`src/fuq_pkg.sv`:
```
// Shared types and constants for the byte queue with duplicate-refusing writes.
// No dependencies.
`default_nettype none
package fuq_pkg;

	localparam int DEPTH_DEF = 256;
	localparam int CAP_W     = 9;
	localparam int BYTE_W    = 8;
	localparam int FILL_W    = 9;
	localparam int VALS      = 256;

	localparam logic [1:0] STAT_DONE  = 2'd0;
	localparam logic [1:0] STAT_FULL  = 2'd1;
	localparam logic [1:0] STAT_DUP   = 2'd2;
	localparam logic [1:0] STAT_EMPTY = 2'd3;

	localparam logic KIND_WRITE = 1'b0;
	localparam logic KIND_READ  = 1'b1;

	typedef struct packed {
		logic push;
		logic pop;
		logic flush;
	} ring_ctl_t;

	typedef struct packed {
		logic              we;
		logic [BYTE_W-1:0] addr;
	} cnt_wr_t;

endpackage
`default_nettype wire

```
`src/fuq_occ.sv`:
```
// Per-byte-value occupancy counters used for the duplicate check, with clear sweep.
// Depends on fuq_pkg.
`default_nettype none
module fuq_occ import fuq_pkg::*; #(
	parameter int HW = 9
) (
	input  wire logic              clk,
	input  wire logic              arst_n,
	input  wire logic              flush,
	input  wire logic [BYTE_W-1:0] rd_addr,
	output logic      [HW-1:0]     rd_data,
	input  wire cnt_wr_t           wr,
	input  wire logic [HW-1:0]     wr_data,
	output logic                   busy
);

	logic [HW-1:0]     mem_q [VALS];
	logic [HW-1:0]     rd_q;
	logic [BYTE_W-1:0] clr_idx_q;
	logic              busy_q;
	logic              we;
	logic [BYTE_W-1:0] waddr;
	logic [HW-1:0]     wdat;

	always_ff @(posedge clk or negedge arst_n) begin
		if (!arst_n) begin
			busy_q    <= 1'b1;
			clr_idx_q <= '0;
		end else if (flush) begin
			busy_q    <= 1'b1;
			clr_idx_q <= '0;
		end else if (busy_q) begin
			clr_idx_q <= clr_idx_q + 1'b1;
			if (clr_idx_q == BYTE_W'(VALS - 1))
				busy_q <= 1'b0;
		end
	end

	always_comb begin
		if (busy_q) begin
			we    = 1'b1;
			waddr = clr_idx_q;
			wdat  = '0;
		end else begin
			we    = wr.we;
			waddr = wr.addr;
			wdat  = wr_data;
		end
	end

	always_ff @(posedge clk) begin
		if (we)
			mem_q[waddr] <= wdat;
		rd_q <= mem_q[rd_addr];
	end

	assign rd_data = rd_q;
	assign busy    = busy_q;

endmodule
`default_nettype wire

```
`config.mk`:
```
export PLATFORM = sky130hd
export DESIGN_NAME = fuq_occ
export DESIGN_NICKNAME = d
export VERILOG_FILES = /design/src/fuq_pkg.sv /design/src/fuq_occ.sv
export SDC_FILE = /design/constraint.sdc
export NUM_CORES = 2
export LEC_CHECK = 0
export BUFFER_PORTS_ARGS = -buffer_cell sky130_fd_sc_hd__buf_2
export CELL_PAD_IN_SITES_DETAIL_PLACEMENT = 1
export CELL_PAD_IN_SITES_GLOBAL_PLACEMENT = 1
export CORE_AREA = 2 2 552 663
export CTS_CLUSTER_SIZE = 8
export DETAILED_ROUTE_END_ITERATION = 8
export DIE_AREA = 0 0 554 665
export PLACE_DENSITY = 0.4
export SKIP_CTS_REPAIR_TIMING = 1
export SYNTH_ARGS = -nofsm -noshare
export SYNTH_HDL_FRONTEND = slang
export SYNTH_SLANG_ARGS = --single-unit
```
`constraint.sdc`:
```
create_clock -name clk -period 8.2 [get_ports clk]
set_input_delay 0.41 -clock clk [delete_from_list [all_inputs] [get_ports clk]]
set_output_delay 0.41 -clock clk [all_outputs]
set_load 0.02 [all_outputs]
```
**After elaboration in Yosys (flattened, before gate mapping)**

Memory sizes are Yosys's and may differ from the RTL's. A register that Yosys moved wholly into a read port is not among the register bits.
Cells that the tools add are included.

- Flip-flop bits (word level): 9
- Memory bits (writable): 2304
- Bits of input ports: 29
- Output and inout port bits: 10
- Memories kept: 1

Memories:

| name | depth | width | read ports | clocked after memory_dff | wr ports | RTL line | RTL |
|---|---|---|---|---|---|---|---|
| mem_q | 256 | 9 | 1 | 1 | 1 | fuq_occ.sv:17 | `logic [HW-1:0] mem_q [VALS];` |

- $add $sub $neg: 1
- Equality and inequality tests: 1
- Mux-type cells: 10
- Reductions and logical operators: 1

Operator list:

| cell | number |
|---|---|
| 8-bit 2-to-1 mux | 3 |
| 9-bit 2-to-1 mux | 1 |
| 8-bit by 1-bit adder with 8-bit output (second input constant) | 1 |
| 8-bit == test (second input constant) | 1 |
| 1-bit 2-to-1 mux | 6 |
| 2-bit nonzero test | 1 |

**Depth between registers and ports, before layout**

- Depth in word-level cells: 4
- Gate-level depth with buffers: 11

**Worst setup path after synthesis**

Ideal clock, no wire load.

- Path type: reg-to-reg
- Start point: register busy_q (netlist: busy)
- End point: memory mem_q[0][0] (data pin)
- Arrival time: 7244 ps
- Required time: 6754 ps
- Path slack: -490 ps
- Stages on the path, launching flop included: 5
- Buffers on the path: 3
- Period minus slack after synthesis: 8690 ps
- Cell sequence: dfstp_2 -> buf_2 -> buf_1 -> clkbuf_1 -> nor2b_1

- Longest elaborated chain between the ends: 1

RTL lines:

| element | RTL line | RTL |
|---|---|---|
| start: declaration | fuq_occ.sv:20 | `logic busy_q;` |
| start signal: assignment | fuq_occ.sv:27 | `busy_q <= 1'b1;` |
| start signal: assignment | fuq_occ.sv:30 | `busy_q <= 1'b1;` |
| start signal: assignment | fuq_occ.sv:35 | `busy_q <= 1'b0;` |
| 9-bit 2-to-1 mux | fuq_occ.sv:40 | `if (busy_q) begin` |
| via wdat[0] | fuq_occ.sv:23 | `logic [HW-1:0] wdat;` |
| end: declaration | fuq_occ.sv:17 |  |

The timed path passes the listed nets, and every way through them passes these cells.

**Final worst setup path**

- Start point: register busy_q (netlist: busy)
- End point: memory mem_q[54][0], enable pin

- Longest elaborated chain between the ends: 3
- Elaborated cells on any way between the ends: 4
- Those cells by class: 4 x mux

RTL lines:

| element | RTL line | RTL |
|---|---|---|
| 1-bit 2-to-1 mux | fuq_occ.sv:40 |  |
| 1-bit 2-to-1 mux | fuq_occ.sv:52 | `if (we)` |
| 1-bit 2-to-1 mux (implied by the code) | fuq_occ.sv:53 | `mem_q[waddr] <= wdat;` |

Parallel ways exist; a longest one is shown, timed or not.

==> run summary <==
outcome: completed
number of detailed-route iterations in the first pass: 7
final worst path period share: 0.5528
Post-Syn Instances: 4,354
Synth Register Bits: 2,322
Vias per Instance: 4.681
final hold violations: 0
Crit. End Element: flop
Layout Cells excl Fill: 9,437
gr ovfl total: 0
setup violators final: 0
RSZ-0062 raised after global routing: false
global-route wire length before repair: 404.8 mm
Final Hold Slack: 45.55 ps
r2r startpoint: busy$_DFF_PN1_
wire per inst: 30.86 um
leakage: 32.79 nW
syn_nets: 4,384
Die Area: 0.3684 sq mm
worst setup path class: reg -> reg
FF-to-FF setup slack: 3670 ps
ys flop type: edfxtp_1
Synth top area share: 0.7675
worst min path class: in -> async
Distinct cells, synth: 61
Starting Density: 0.2491
Syn Area/Cell: 20.70 sq um
die span in y: 665 um
area of the multi-input gates: 0.01921 sq mm
GP Congestion: 0.7447
CP max FO: 43
pin count of the biggest net entering global routing: 178
Worst-path clk slew: 50 ps
Die W: 554 um
max-slew violations: 0
clk root buf: clkbuf_16
All-Layer GR Usage: 0.1561
DRC Markers: 0
H-tree depth: 5
placed cell area: 0.09611 sq mm
count leader, synth: edfxtp_1
Setup WS pre-CTS: 3116 ps
placed cell count: 9,009
Rel. slew slack: 0.05500
max cap viols: 0
share of post-route cells with drive strength above 1: 0.2237
Synth Cell Area: 0.09015 sq mm
Worst Tran Pin Value: 1418 ps
Skew-Pair Late Insertion Delay: 880 ps
yosys warns: 0
Final Util: 0.2907
CTS tree: yes
vias in the first global route: 48,130
register area share after synthesis: 0.7720
filler instances: 36,250
IO Pins: 39
TritonCTS Buffers: 334
Peak Freq: 0.2206 GHz
final net count: 4,620
power density cells: 251.4 mW/mm^2
area growth from synthesis to layout: 16.68%
PortBufs: 38
antenna violations before repair: 26
maximum clock path buffer count: 4
fraction of registers with async set/reset: 0.003876
Seq. cell area: 0.06959 sq mm
endpoint arrival time on the critical path: 4980 ps
Final Critical Period: 4533 ps
Peak VDD IR: 0.0001658 V
Crit Reg-Reg Endpoint: mem_q[54][0]$_DFFE_PP_
Setup crit start kind: flop
top cells by area, synth: edfxtp_1 77%, mux4_2 11%, mux2i_1 2.5%, a22oi_1 1.4%, nor2_1 1.3%
starting DRC count in detailed routing: 3,177
clock sink count: 2,322
Post-Route Skew: 53.58 ps
R2R depth: 5
Design Area, Final: 0.1052 sq mm
antenna viol nets, final: 0
final WL: 291.2 mm
Detailed Place HPWL: 178.0 mm
Required @ worst endpoint: 8650 ps
Final WS setup: 3667 ps
Vias: 44,170
core area: 0.3618 sq mm
Cell Rows: 242
cell accounting for the most synthesized area: edfxtp_1
EDFF count, synth: 2,304
Post-synth top cells: 2,304 x edfxtp_1, 448 x mux4_2, 305 x nor2_1
## report_power, final
part           leakage, nW  internal, mW  switching [mW]
Clock                 4.40          7.48            4.94
Sequential            21.6          12.9          0.0387
Combinational         6.84         0.373           0.714
## worst max-delay path by stage
stage / slack, ps / depth (start not counted) / to / start
finish: 3670 / 5 / mem_q[54][0]$_DFFE_PP_ / busy$_DFF_PN1_
global route: 3490 / 5 / mem_q[55][6]$_DFFE_PP_ / busy$_DFF_PN1_
CTS: 3610 / 5 / mem_q[54][0]$_DFFE_PP_ / busy$_DFF_PN1_
detailed placement: 3120 / 8 / rd_data[8]$_DFF_P_ / rd_addr[0]
global placement: 2770 / 8 / rd_data[0]$_DFF_P_ / rd_addr[0]
floorplan: -490 / 4 / mem_q[0][0]$_DFFE_PP_ / busy$_DFF_PN1_
## cell type report
class                           count  share of cell area
Inverter                           11           0.0004163
Timing Repair Buffer              163             0.01274
Clock inverter                     15            0.001796
Multi-Input combinational cell   1758              0.1827
Sequential cell                  2322              0.6616
Tap cell                         4758             0.05660
Clock buffer                      399             0.08390
Antenna cell                       11           0.0002617
## worst max-delay path: stages, from the launching register on
cell,delay [ps]
dfstp_2,510
buf_4,540
nand2_1,120
o22ai_1,630
nand3_2,1100
nor2_1,1180
## kinds of logic after synthesis
family	after synthesis	synth area share
AOI/OAI and AO/OA	496	0.03868
xor gates and xnor gates	7	0.0006801
adders and majority gates	1	0.0001388
buffers and inverters	274	0.01870
DFF	2322	0.7720
muxes	697	0.1427
and+or+nand+nor	557	0.02709
## metal layers
metal,part of all wire,global-route usage,up-vias
li1,-,-,18570
met1,0.43,0.2009,24330
met2,0.51,0.2761,895
met3,0.038,0.02263,362
met4,0.021,0.03481,14
met5,0.00031,0,-
## placed cells by master, fill, tap and decap left out, drive strengths merged, types with 20 or more instances in the layout
cell type,instances
mux4,465
nor3,20
o22ai,25
clkbuf,399
nor2b,20
and2,23
mux2i,225
o221ai,61
nand2,90
buf,160
edfxtp,2304
o21ai,34
a21oi,107
nor4,30
nor2,305
a22oi,164
nand3,38
## flip-flops by register name, indices dropped and copies added, names as in the netlist
signal and cells:
busy 1, mem_q 2304, rd_data 9, clr_idx_q 8
## stage by stage
| stage | power, mW | TNS, ps |
|---|---|---|
| 6_report | 26.44 | 0 |
| 5_1_grt | 27.27 | 0 |
| 4_1_cts | 26.87 | 0 |
| 3_5_place_dp | 14.29 | 0 |
| 3_3_place_gp | 14.29 | 0 |
| 2_1_floorplan | 13.77 | -1129410 |
(Power assumes the default switching activity.)
