**config.mk**
```make
export PLATFORM = sky130hd
export DESIGN_NAME = fuq_ring
export DESIGN_NICKNAME = d
export VERILOG_FILES = /design/src/fuq_pkg.sv /design/src/fuq_ring.sv
export SDC_FILE = /design/constraint.sdc
export NUM_CORES = 2
export LEC_CHECK = 0
export BUFFER_PORTS_ARGS = -buffer_cell sky130_fd_sc_hd__buf_2
export CELL_PAD_IN_SITES_DETAIL_PLACEMENT = 1
export CELL_PAD_IN_SITES_GLOBAL_PLACEMENT = 2
export CORE_UTILIZATION = 55
export DETAILED_ROUTE_END_ITERATION = 10
export PLACE_DENSITY = 0.93
export REMOVE_ABC_BUFFERS = 1
export SYNTH_ARGS = -nofsm -noshare
export SYNTH_HDL_FRONTEND = slang
export SYNTH_SLANG_ARGS = --single-unit
```
**constraint.sdc**
```tcl
create_clock -name clk -period 8.7 [get_ports clk]
set_clock_uncertainty 0.15 [all_clocks]
set_input_delay 0.435 -clock clk [delete_from_list [all_inputs] [get_ports clk]]
set_output_delay 0.435 -clock clk [all_outputs]
set_load 0.03 [all_outputs]
```
**src/fuq_pkg.sv**
```systemverilog
// Shared types and constants for the byte queue with duplicate-refusing writes.
// No dependencies.
`default_nettype none
package fuq_pkg;

	localparam int DEPTH_DEF = 256;
	localparam int CAP_W     = 9;
	localparam int BYTE_W    = 8;
	localparam int FILL_W    = 9;
	localparam int VALS      = 256;

	localparam logic [1:0] STAT_DONE  = 2'd0;
	localparam logic [1:0] STAT_FULL  = 2'd1;
	localparam logic [1:0] STAT_DUP   = 2'd2;
	localparam logic [1:0] STAT_EMPTY = 2'd3;

	localparam logic KIND_WRITE = 1'b0;
	localparam logic KIND_READ  = 1'b1;

	typedef struct packed {
		logic push;
		logic pop;
		logic flush;
	} ring_ctl_t;

	typedef struct packed {
		logic              we;
		logic [BYTE_W-1:0] addr;
	} cnt_wr_t;

endpackage
`default_nettype wire

```
**src/fuq_ring.sv**
```systemverilog
// Entry memory of the circular queue with its head and tail pointers.
// Depends on fuq_pkg.
`default_nettype none
module fuq_ring import fuq_pkg::*; #(
	parameter int DEPTH = DEPTH_DEF,
	parameter int AW    = $clog2(DEPTH),
	parameter int HW    = 9
) (
	input  wire logic              clk,
	input  wire logic              arst_n,
	input  wire ring_ctl_t         ctl,
	input  wire logic [HW-1:0]     cap,
	input  wire logic [BYTE_W-1:0] wdata,
	output logic      [BYTE_W-1:0] rdata
);

	localparam int CMPW = (AW + 1 > HW) ? AW + 1 : HW;

	logic [BYTE_W-1:0] mem_q [DEPTH];
	logic [BYTE_W-1:0] rdata_q;
	logic [AW-1:0]     head_q, tail_q, head_nx, tail_nx;
	logic [AW:0]       head_inc, tail_inc;

	assign head_inc = {1'b0, head_q} + 1'b1;
	assign tail_inc = {1'b0, tail_q} + 1'b1;
	assign head_nx  = (CMPW'(head_inc) >= CMPW'(cap)) ? '0 : head_inc[AW-1:0];
	assign tail_nx  = (CMPW'(tail_inc) >= CMPW'(cap)) ? '0 : tail_inc[AW-1:0];

	always_ff @(posedge clk or negedge arst_n) begin
		if (!arst_n) begin
			head_q <= '0;
			tail_q <= '0;
		end else if (ctl.flush) begin
			head_q <= '0;
			tail_q <= '0;
		end else begin
			if (ctl.pop)
				head_q <= head_nx;
			if (ctl.push)
				tail_q <= tail_nx;
		end
	end

	always_ff @(posedge clk) begin
		if (ctl.push)
			mem_q[tail_q] <= wdata;
		rdata_q <= mem_q[head_q];
	end

	assign rdata = rdata_q;

endmodule
`default_nettype wire

```
Yosys cells after proc, flatten, opt, wreduce, memory -nomap -nowiden. Memory sizes are Yosys's and may differ from the RTL's. A register that Yosys moved wholly into a read port is not among the register bits. Index checks and enable logic that the tools add are counted.

Bits in registers: 16. Memory bits (writable): 2048. Bits of input ports: 22. Output and inout port bits: 8. Logic and storage cells: 17. Memories: 1.

Memories: mem_q (words 256, bits a word 8, read ports 1, clocked after memory_dff 1, wr ports 1, line fuq_ring.sv:19) `logic [BYTE_W-1:0] mem_q [DEPTH];`.

Add/subtract/negate cells: 2. Magnitude comparators: 2. Mux-type cells: 8. Reductions and logical operators: 2.

Operators with widths (count): 8-bit two-way mux (6); 8-bit by 1-bit adder with 9-bit output, second input constant (2); 9-bit greater-or-equal comparator (2); 2-bit nonzero test (2); 1-bit two-way mux (2).

Depth between registers and ports, before layout.
Depth after elaboration: 5. Mapped depth: 15. Depth with buffers taken out: 12.

Worst setup path after synthesis. No wires, ideal clock.

Kind: register to register. Start point: reg head_q[1]. End point: reg head_q[0]. Setup time: 0.094 ns. Arrival: 3.032 ns. Setup slack: 5.424 ns. Cell stages (with the launch flop): 15. Buffers on the path: 5. Clock period less this slack: 3.276 ns. Cells stage by stage: dfrtp_1 > buf_4 > buf_4 > buf_2 > buf_2 > buf_2 > nand4_1 > and2_1 > or2_2 > ha_1 > a211oi_1 > a41oi_1 > a21oi_1 > nor2_1 > a211oi_1.

Longest elaborated chain between the ends: 5.

RTL lines: from (decl) (line fuq_ring.sv:21) `logic [AW-1:0] head_q, tail_q, head_nx, tail_nx;`; from (signal assigned) (line fuq_ring.sv:38) `head_q <= head_nx;`; 8-bit by 1-bit adder with 9-bit output (line fuq_ring.sv:24) `assign head_inc = {1'b0, head_q} + 1'b1;`; 9-bit greater-or-equal comparator (line fuq_ring.sv:26) `assign head_nx = (CMPW'(head_inc) >= CMPW'(cap)) ? '0 : head_inc[AW-1:0];`; 8-bit two-way mux (line fuq_ring.sv:26); 8-bit two-way mux (line fuq_ring.sv:37) `if (ctl.pop)`; 8-bit two-way mux (line fuq_ring.sv:33) `end else if (ctl.flush) begin`.

Every way passes these cells. The select of a mux whose other input is x is not followed. A chain may end at the register's enable or synchronous reset.

Worst setup path after layout.
Start point: reg head_q[2]. End point: reg head_q[0].

The elaborated chain is that of the path after synthesis.

==> flow_metrics.py <==
metrics = {
    "status": {
        "outcome": "complete, but fails checks",
        "violations": "capacitance limit, slew limit",
    },
    "worst_setup_path": {
        "critPathKind": "reg -> reg",
        "cp_data_required_time_ps": 9340,
        "endpoint_kind": "flip-flop",
        "r2r-start": "head_q[2]$_DFFE_PN0P_",
        "startpoint": "head_q[2]$_DFFE_PN0P_",
        "worstPathArrival_ps": 6460,
        "cp-start-kind": "flip-flop",
        "path_max_fanout": 61,
    },
    "grt": {
        "gr-usage-all-layers_pct": 31.8,
        "overflow": 0,
        "grt_max_degree": 158,
        "grt_first_pass_wirelength_um": 328000,
        "antenna_found_initial": 10,
        "grt_pass1_vias": 42960,
    },
    "timing": {
        "min_period_over_period_pct": 66.9,
        "timing.slew.headroom_pct": -6.08,
        "rsz0062_at_grt": "false",
        "fin_tns_setup_ps": 0,
        "finalSetupViolCount": 0,
        "hold_viol_final": 0,
        "maxSlewViolCount": 4,
        "period_minus_slack_ps": 5820,
        "fmax_ghz": 0.172,
        "worstMarginPinSlew_ps": 1550,
    },
    "power": {
        "ir_worst_vdd_v": 0.000197,
        "swShare_pct": 22.6,
        "p_seq_share_pct": 51.6,
        "p_int_uw": 16500,
        "p_sw_uw": 4820,
        "p_leak_uw": 0.0273,
        "p_comb_share_pct": 6.8,
        "power.total_uw": 21400,
        "p_clk_share_pct": 41.6,
        "power_density_mw_per_mm2": 240,
    },
    "yosys": {
        "synth_cells": 3743,
        "ys_ff_latch": 2072,
        "async_flop_share_pct": 0.772,
        "ys_warn_count": 0,
        "synth-edff-count": 2048,
        "syn_area_per_cell_um2": 21.5,
        "synth_cell_types": 56,
        "seq_area_frac_synth_pct": 77.2,
        "synth_flop_cell": "edfxtp_1",
        "syn_area_mm2": 0.0804,
    },
    "drt": {
        "drtIter0Drc": 7041,
        "dr.pass1.iters": 6,
        "num_vias": 41840,
        "wire_per_inst_um": 39.2,
        "drc_errors": 0,
        "routed_wl_um": 231000,
        "ant_nets": 0,
        "avgViaCountPerCell": 7.08,
    },
    "cells_and_area": {
        "final_cell_count_no_fill": 5910,
        "drive_gt1_share_pct": 23.0,
        "fin_util_pct": 61.7,
        "fin_nets": 3881,
        "syn2layout_area_growth_pct": 10.7,
    },
    "clocking": {
        "clock_latency_ps": 850,
        "cts.path.max_buffers": 3,
        "clk_root_buffer_cell": "clkbuf_16",
        "post_cts_buffers": 0,
        "cts_num_sinks": 2072,
        "cts_tree": "yes",
        "htreeDepth": 4,
        "cts-buffers-inserted": 198,
        "path_clk_slew_ps": 70,
    },
    "placement": {
        "io_buffers": 29,
        "dp.cells": 5531,
        "place_congestion": 0.835,
        "hpwl_um": 129000,
    },
    "die": {
        "ioPinCount": 30,
        "die_w_um": 384,
        "die_h_um": 384,
        "rows": 139,
        "core_mm2": 0.144,
        "die-area_mm2": 0.148,
        "initial_core_util_pct": 55.7,
    },
    "flow_run": {
        "cap_violations": 2,
    },
    "worst_hold_path": {
        "min_from": "wdata[1]",
        "worstHoldPathType": "in -> reg",
    },
}
==> through the flow <==
| step | setup WS [ps] | hold slack (ps) | cell area, um^2 |
|---|---|---|---|
| after floorplan | -12880 | -10.6 | 79100 |
| after global placement | 3920 | 235 | 82400 |
| after detailed placement | 3680 | 232 | 82400 |
| after CTS | 3000 | 25.4 | 89000 |
| after global routing | 2710 | 51.8 | 89000 |
| final | 2880 | 51.3 | 89000 |
==> synthesized netlist by cell type (all sizes together) (2+ instances only) <==
library cell | count | share of area, %
edfxtp | 2048 | 76
mux4 | 484 | 14
nor2 | 278 | 1.3
buf | 135 | 1.3
a22oi | 91 | 0.85
clkbuf | 84 | 0.39
nand2 | 70 | 0.33
mux2i | 68 | 0.85
a221oi | 63 | 0.75
a22o | 59 | 0.64
a21oi | 55 | 0.34
nand3 | 35 | 0.22
ha | 23 | 0.36
nor3 | 23 | 0.18
o22ai | 22 | 0.17
o21ai | 21 | 0.13
inv | 17 | 0.079
o211ai | 17 | 0.16
dfrtp | 16 | 0.50
nand2b | 13 | 0.10
nor2b | 13 | 0.10
nor4 | 13 | 0.13
dfxtp | 8 | 0.20
mux2 | 8 | 0.11
a2111oi | 7 | 0.076
a21boi | 7 | 0.065
a221o | 7 | 0.087
o221ai | 7 | 0.076
a21o | 6 | 0.056
a32o | 6 | 0.075
and2 | 6 | 0.047
xnor2 | 5 | 0.054
and3 | 4 | 0.031
or2 | 4 | 0.031
xor2 | 4 | 0.044
a211oi | 3 | 0.028
nand4 | 3 | 0.023
a31oi | 2 | 0.016
a41oi | 2 | 0.022
==> per-layer routing <==
layer | GRT usage (%) | vias to the layer above | share of wire, % | wire length [um]
li1 | - | 15944 | - | -
met4 | 15.5 | 10 | 5.5 | 12700
met3 | 7.43 | 683 | 12 | 28200
met5 | 0 | - | 0.030 | 70
met1 | 42.4 | 21838 | 35 | 80200
met2 | 50.0 | 3365 | 48 | 110000
==> timing repair <==
item | CTS | global route
hold buffers | 7 | 0
gates resized for setup | 0 | 0
endpoints found under the hold margin | 123 | 0
==> logic make-up (layout without fill, tap and decap cells) <==
group	Yosys count	after routing	synth area share, %
flops	2072	2072	77.2
mux	560	560	14.5
simple gates	463	463	2.50
compound gates	380	380	3.60
buf+inv	236	496	1.77
fa+ha+maj	23	23	0.358
xor+xnor	9	9	0.0980
other cells	0	4	0
==> critical path: stages (launching register included) <==
cell	delay (ps)
dfrtp_1	360
buf_4	510
and2_4	610
buf_4	940
nand4_1	290
and2_1	260
or2_2	310
ha_1	200
a211oi_1	330
a41oi_1	180
a21oi_1	550
nor2_1	130
a211oi_1	300
dlygate4sd3_1	600
==> cell type report <==
class	count	area, um^2
sequential	2072	62100
clock buffer	241	5150
clock inverter	126	1410
fill	11651	55300
multi-input combinational	1435	17000
tap	1903	2380
timing repair buffer	112	923
antenna	4	10.0
inverter	17	63.8
==> power by group through the flow <==
stage / clock (uW) / sequential (uW) / combinational [uW]
after detailed placement: 0 / 11200 / 1400
after global routing: 9160 / 11000 / 1490
after global placement: 0 / 11200 / 1340
after CTS: 8900 / 11000 / 1430
after floorplan: 0 / 11400 / 1540
final: 8890 / 11000 / 1450
==> path summary, 6_finish.rpt <==
| check | endpoint | slack, ps | cells past startpoint |
|---|---|---|---|
| worst max-delay path | head_q[0]$_DFFE_PN0P_ | 2880 | 13 |
| worst min-delay path | mem_q[34][1]$_DFFE_PP_ | 50 | 1 |
| worst max register to register | head_q[0]$_DFFE_PN0P_ | 2880 | 13 |
| worst min register to register | tail_q[1]$_DFFE_PN0P_ | 470 | 2 |
| max in group asynchronous | head_q[0]$_DFFE_PN0P_ | 7180 | 3 |
| min in group asynchronous | head_q[3]$_DFFE_PN0P_ | 620 | 3 |
==> state kept, by name, summed over array words and instances, names as in the netlist <==
signal and flops:
tail_q 8, rdata 8, head_q 8, mem_q 2048
==> cells in the final DEF, fill, tap and decap left out, types with 48 or more instances in the layout <==
master     instances
a21oi_1           55
buf_4             67
clkinv_1          48
mux4_2           484
edfxtp_1        2048
nand2_1           70
mux2i_1           68
clkbuf_16        198
a22o_1            59
nor2_1           275
a22oi_1           91
a221oi_1          55
(Power assumes the default switching activity.)
